===== src/rtl/core/gnpg_pkg.sv =====
// Shared constants, types and gradient tables for the gradient noise pixel generator.
package gnpg_pkg;

	localparam int FRAC_BITS   = 16;
	localparam int ANGLE_STEPS = 360;

	localparam int PIX_W   = 12;
	localparam int DIM_W   = 13;
	localparam int SCALE_W = 16;
	localparam int SEED_W  = 32;
	localparam int CFG_W   = 32;
	localparam int GREY_W  = 8;

	localparam int PROD_W = PIX_W + SCALE_W;
	localparam int NUM_W  = PROD_W + FRAC_BITS - 8;
	localparam int CELL_W = NUM_W - FRAC_BITS;
	localparam int SM_W   = FRAC_BITS + 1;
	localparam int Q_W    = 16;
	localparam int ANG_W  = $clog2(ANGLE_STEPS);
	localparam int HASH_W = 32;

	localparam int HASH_LAT  = 5;
	localparam int BLEND_LAT = 6;

	localparam logic [HASH_W-1:0] HASH_C1 = 32'd374761393;
	localparam logic [HASH_W-1:0] HASH_C2 = 32'd668265263;
	localparam logic [HASH_W-1:0] HASH_C3 = 32'd1274126177;
	localparam logic [63:0] MOD_RECIP = (64'd1 << 32) / 64'(ANGLE_STEPS);

	localparam logic [63:0] Q28_ONE    = 64'd268435456;
	localparam logic [63:0] TWO_PI_Q28 = 64'd1686629713;

	typedef enum logic [1:0] {
		REG_WIDTH  = 2'd0,
		REG_HEIGHT = 2'd1,
		REG_SCALE  = 2'd2,
		REG_SEED   = 2'd3
	} cfg_idx_t;

	typedef logic signed [Q_W-1:0] q14_t;
	typedef logic [ANGLE_STEPS-1:0][Q_W-1:0] tab_t;

	// Q28 Taylor series, eleven terms, rounded to Q1.14 and limited to +-1.0
	function automatic tab_t gen_tab(input logic want_cos);
		tab_t t;
		logic [63:0] m, x, x2, term, mag, r;
		logic signed [63:0] sacc, cacc, v;
		logic neg;
		for (int k = 0; k < ANGLE_STEPS; k++) begin
			m = 64'(k);
			neg = 1'b0;
			if (2 * k > ANGLE_STEPS) begin
				m = 64'(ANGLE_STEPS - k);
				neg = 1'b1;
			end
			x = (m * TWO_PI_Q28 + 64'(ANGLE_STEPS / 2)) / 64'(ANGLE_STEPS);
			x2 = (x * x) >> 28;
			term = x;
			sacc = $signed(term);
			for (int i = 1; i <= 10; i++) begin
				term = ((term * x2) >> 28) / 64'((2 * i) * (2 * i + 1));
				if (i % 2 == 1) sacc = sacc - $signed(term);
				else sacc = sacc + $signed(term);
			end
			term = Q28_ONE;
			cacc = $signed(term);
			for (int i = 1; i <= 10; i++) begin
				term = ((term * x2) >> 28) / 64'((2 * i - 1) * (2 * i));
				if (i % 2 == 1) cacc = cacc - $signed(term);
				else cacc = cacc + $signed(term);
			end
			v = want_cos ? cacc : (neg ? -sacc : sacc);
			mag = (v < 0) ? 64'(-v) : 64'(v);
			r = (mag + 64'd8192) >> 14;
			if (r > 64'd16384) r = 64'd16384;
			t[k] = (v < 0) ? Q_W'(-$signed(r)) : Q_W'(r);
		end
		return t;
	endfunction

	localparam tab_t COS_TAB = gen_tab(1'b1);
	localparam tab_t SIN_TAB = gen_tab(1'b0);

endpackage


===== src/rtl/core/gnpg_div.sv =====
// Pipelined restoring divider, one quotient bit per stage.
module gnpg_div (
	input  logic                          clk,
	input  logic                          adv,
	input  logic [gnpg_pkg::NUM_W-1:0]    num,
	input  logic [gnpg_pkg::DIM_W-1:0]    den,
	output logic [gnpg_pkg::NUM_W-1:0]    quo
);
	import gnpg_pkg::*;

	logic [NUM_W-1:0] n_s [NUM_W+1];
	logic [DIM_W-1:0] r_s [NUM_W+1];

	assign n_s[0] = num;
	assign r_s[0] = '0;

	for (genvar i = 0; i < NUM_W; i++) begin : g_stage
		logic [DIM_W:0] trial;
		logic [DIM_W:0] diff;
		logic           ge;
		always_comb begin
			trial = {r_s[i], n_s[i][NUM_W-1]};
			diff  = trial - {1'b0, den};
			ge    = (trial >= {1'b0, den});
		end
		always_ff @(posedge clk) begin
			if (adv) begin
				r_s[i+1] <= ge ? diff[DIM_W-1:0] : trial[DIM_W-1:0];
				n_s[i+1] <= {n_s[i][NUM_W-2:0], ge};
			end
		end
	end

	assign quo = n_s[NUM_W];
endmodule


===== config.mk =====
export PLATFORM = sky130hd
export DESIGN_NAME = gnpg_div
export DESIGN_NICKNAME = d
export VERILOG_FILES = /design/src/rtl/core/gnpg_pkg.sv /design/src/rtl/core/gnpg_div.sv
export SDC_FILE = /design/constraint.sdc
export NUM_CORES = 2
export LEC_CHECK = 0
export BUFFER_PORTS_ARGS = -buffer_cell sky130_fd_sc_hd__buf_2
export CAP_MARGIN = 20
export CELL_PAD_IN_SITES_DETAIL_PLACEMENT = 0
export CELL_PAD_IN_SITES_GLOBAL_PLACEMENT = 1
export CORE_ASPECT_RATIO = 0.8
export CORE_MARGIN = 10
export CORE_UTILIZATION = 30
export CTS_CLUSTER_SIZE = 25
export DETAILED_ROUTE_END_ITERATION = 16
export PLACE_DENSITY_LB_ADDON = 0.15
export SLEW_MARGIN = 20
export SYNTH_ARGS = -nofsm -noshare
export SYNTH_HDL_FRONTEND = slang
export SYNTH_SLANG_ARGS = --single-unit

===== constraint.sdc =====
create_clock -name clk -period 5.75 [get_ports clk]
set_clock_uncertainty 0.05 [all_clocks]
set_input_delay 0.575 -clock clk [delete_from_list [all_inputs] [get_ports clk]]
set_output_delay 0.575 -clock clk [all_outputs]
set_load 0.1 [all_outputs]

==> impl_metrics.env <==
export IMPL_status="finished, final reports clean"
export IMPL_synthArstFlopShare=0
export IMPL_antenna_found_initial=10
export IMPL_crit_chain="buf_2, buf_4, ha_1, fa_1, nor2b_1, o31ai_1, a311o_1, nand2_1, o2111ai_1, nand2_1, mux2_2"
export IMPL_ys_seq_area_frac=0.677
export IMPL_critPathMaxFanout=16
export IMPL_crit_arrival_ns=4.11
export IMPL_cts_resized=0
export IMPL_multiInputGateArea_sq_um=24100
export IMPL_grt_pass1_wl_um=247000
export IMPL_worst_path_max_delay_cell="o31ai_1"
export IMPL_cts_inserted_buffers=198
export IMPL_relSlewSlack=0.325
export IMPL_core_area_sq_um=257000
export IMPL_drc=0
export IMPL_crit_required_ns=6.26
export IMPL_post_route_min_period_ns=3.60
export IMPL_num_vias=41100
export IMPL_grt_use_total=0.111
export IMPL_holdCritPathClass="primary input to flop"
export IMPL_initialDrtViolationCount=2846
export IMPL_syn_area_sq_um=77600
export IMPL_path_buf_inv=2
export IMPL_rsz0062_at_grt="no"
export IMPL_post_cts_buffers=0
export IMPL_synth_edf_count=1751
export IMPL_critPathLaunchType="primary input"
export IMPL_post_route_period_util=0.626
export IMPL_grt_max_degree=157
export IMPL_peakVddDrop_mv=0.281
export IMPL_grt_pass1_vias=41000
export IMPL_crit_path_max_incr_delay_ns=0.51
export IMPL_ys_warn_count=0
export IMPL_ant_nets=0
export IMPL_drtPass1Iterations=5
export IMPL_ys_ff_latch=1751
export IMPL_cp_top_family="compound AO/OA/AOI/OAI gates"
export IMPL_die_w_um=589
export IMPL_hold_viol=0
export IMPL_drive_gt1_frac=0.148
export IMPL_worstMarginPinSlew_ns=0.999
export IMPL_area_delta_synth_final_pct=15.4
export IMPL_nets=5939
export IMPL_start_util=0.302
export IMPL_cts_tree="built"
export IMPL_setup_viol=0
export IMPL_cts_sinks=1751
export IMPL_clk_latency_ns=0.88
export IMPL_syn_area_per_cell_sq_um=15.3
export IMPL_max_freq_ghz=0.278
export IMPL_portBuffers=86
export IMPL_gp_congestion=0.787
export IMPL_clkTransAtPathRegs_ns=0.06
export IMPL_dieArea_sq_um=280000
export IMPL_fin_util=0.349
export IMPL_slew_viol_final=0
export IMPL_synthCells=5062
export IMPL_p_per_area_nw_per_um2=547
export IMPL_maxCapViolCount=0
export IMPL_ff_latch_area_sq_um=52600
export IMPL_post_dp_hpwl_um=101000
export IMPL_via_per_inst=4.57
export IMPL_r2r_setup_slack_ns=2.32
export IMPL_leakage_nw=32.3
export IMPL_fillCellCount=24600
export IMPL_wl_per_cell_um=17.7
export IMPL_cp_common_cell="nand2_1"
export IMPL_htree_levels=4
export IMPL_setup_tns_ns=0
export IMPL_path_class="primary input to flop"
export IMPL_hold_buffers=36
export IMPL_yosysUniqueCellTypes=66
export IMPL_synth_nets=5604
export IMPL_io_pins=87
export IMPL_fp_dieH_um=475
export IMPL_grt_ovfl_total=0
export IMPL_end_kind="flop"
export IMPL_ys_flop_type="edfxtp_1"
export IMPL_finalWirelength_um=159000
export IMPL_rows=166
export IMPL_clock_tree_root_cell="clkbuf_16"
export IMPL_clockBufferDepth=4
## power by group
part           switching, mW  total [mW]  internal [mW]
clock network           5.22        12.7           7.44
logic                   9.02        17.2           8.18
registers               1.34        19.1           17.8
total                   15.6        49.0           33.4
## path summary, 6_finish.rpt
| check | from | to | cells past startpoint |
|---|---|---|---|
| worst min register to register | n_s[963] | n_s[928] | 0 |
| worst max-delay path | den[0] | g_stage[29].trial[4] | 11 |
| worst max register to register | g_stage[13].trial[0] | g_stage[14].trial[11] | 10 |
| worst min-delay path | adv | n_s[1287] | 1 |
## cells in the mapped netlist, types with 4 or more instances
| cell type | number | area (sq um) |
|---|---|---|
| xnor2_1 | 200 | 1750 |
| nor2b_1 | 83 | 519 |
| mux2_4 | 7 | 105 |
| nand3_1 | 50 | 250 |
| nand2b_1 | 47 | 294 |
| and2_1 | 36 | 225 |
| o311ai_0 | 11 | 96.3 |
| a211oi_1 | 32 | 240 |
| o21bai_1 | 19 | 143 |
| a31oi_1 | 15 | 93.8 |
| o211ai_1 | 19 | 143 |
| buf_4 | 36 | 270 |
| nand2_1 | 225 | 845 |
| edfxtp_1 | 1751 | 52600 |
| o31a_1 | 14 | 123 |
| nor3_1 | 62 | 310 |
| a311oi_1 | 10 | 87.6 |
| mux2i_1 | 35 | 350 |
| o211a_1 | 26 | 260 |
| a21boi_0 | 11 | 82.6 |
| a21o_1 | 64 | 480 |
| nand3b_1 | 7 | 52.6 |
| nor4b_1 | 10 | 87.6 |
| ha_1 | 457 | 5720 |
| clkbuf_1 | 36 | 135 |
| a22oi_1 | 16 | 120 |
| nand4_1 | 62 | 388 |
| o31ai_1 | 42 | 315 |
| a21oi_1 | 341 | 1710 |
| inv_1 | 132 | 495 |
| o41ai_1 | 11 | 96.3 |
| o311a_1 | 7 | 70.1 |
| o21ai_0 | 207 | 1040 |
| nor2_1 | 298 | 1120 |
| a2111oi_2 | 21 | 315 |
| o22ai_1 | 18 | 113 |
| nor4_1 | 22 | 138 |
| fa_1 | 34 | 681 |
| or2_2 | 4 | 25.0 |
| o21a_1 | 96 | 721 |
| buf_2 | 5 | 25.0 |
| xor2_1 | 130 | 1140 |
| mux2_2 | 313 | 3520 |
## registers in the layout (all words and copies together), names as in the netlist
register and cells:
g_stage.trial 490, quo 36, n_s 1225
## placed cells by master (no fill, tap or decap), types with 16 or more instances in the layout
| cell type | instances |
|---|---|
| a211oi_1 | 32 |
| a2111oi_2 | 21 |
| inv_1 | 125 |
| buf_2 | 84 |
| xor2_1 | 130 |
| a22oi_1 | 16 |
| nor2_1 | 298 |
| o21bai_1 | 19 |
| mux2i_1 | 35 |
| o211ai_1 | 19 |
| bufinv_16 | 25 |
| nor3_1 | 62 |
| ha_1 | 457 |
| dlygate4sd3_1 | 36 |
| edfxtp_1 | 1751 |
| nand2b_1 | 47 |
| xnor2_1 | 200 |
| a21o_1 | 64 |
| buf_4 | 74 |
| clkinv_1 | 29 |
| o22ai_1 | 18 |
| o21ai_0 | 207 |
| a21oi_1 | 341 |
| clkinv_2 | 32 |
| clkbuf_1 | 35 |
| nand4_1 | 62 |
| nor2b_1 | 83 |
| o21a_1 | 96 |
| clkbuf_16 | 198 |
| o31ai_1 | 42 |
| buf_12 | 20 |
| and2_1 | 36 |
| mux2_2 | 313 |
| fa_1 | 34 |
| nand2_1 | 225 |
| o211a_1 | 26 |
| nand3_1 | 50 |
| nor4_1 | 22 |
## through the flow
step                      std cells  setup WS (ns)  hold WS, ns  cell area (sq um)  total power [mW]
final                          8991           2.15        0.175              89600              49.0
after floorplan                5062           1.84        0.350              77600              32.1
after CTS                      8989           2.25        0.142              89600              49.8
after detailed placement       8605           1.36        0.355              82900              36.5
after global placement         8605           1.39        0.350              82900              36.6
after global routing           8990           1.94        0.144              89600              52.5
## area by class of cell
type	instances	share of cell area
clock inverter	115	0.0145
clock buffer	233	0.0568
timing repair buffer	214	0.0194
tap	3444	0.0481
inverter	132	0.00553
multi-input combinational	3100	0.269
sequential	1751	0.587
antenna	2	0.0000559
## worst reg2reg max path, stage by stage (launching register included)
cell	delay, ns
edfxtp_1	0.43
inv_1	0.07
ha_1	0.21
fa_1	0.41
nor2b_1	0.19
o31ai_1	0.13
a21oi_1	0.22
a2111oi_2	0.10
a22oi_1	0.71
buf_4	0.31
mux2_2	0.35
## layer usage
layer | part of all wire | track usage | wire length [um] | vias to the layer above
met5 | 0 | 0 | 0 | -
met4 | 0.027 | 0.0318 | 4320 | 0
met3 | 0.042 | 0.0203 | 6700 | 262
met2 | 0.40 | 0.157 | 64200 | 621
met1 | 0.53 | 0.171 | 84000 | 19900
li1 | - | - | - | 20300
## cells by family (layout without fill, tap and decap cells)
family	Yosys count	in the layout	share of synthesized area
adder cells (fa/ha/maj)	491	491	0.0824
AND/OR/NAND/NOR	921	921	0.0564
AO/OA/AOI/OAI	1003	1003	0.0830
flip-flops	1751	1751	0.677
buffers and inverters	211	694	0.0123
XOR/XNOR	330	330	0.0372
multiplexers	355	355	0.0513
other	0	2	0
No activity file was read; power rests on OpenSTA's default activity.
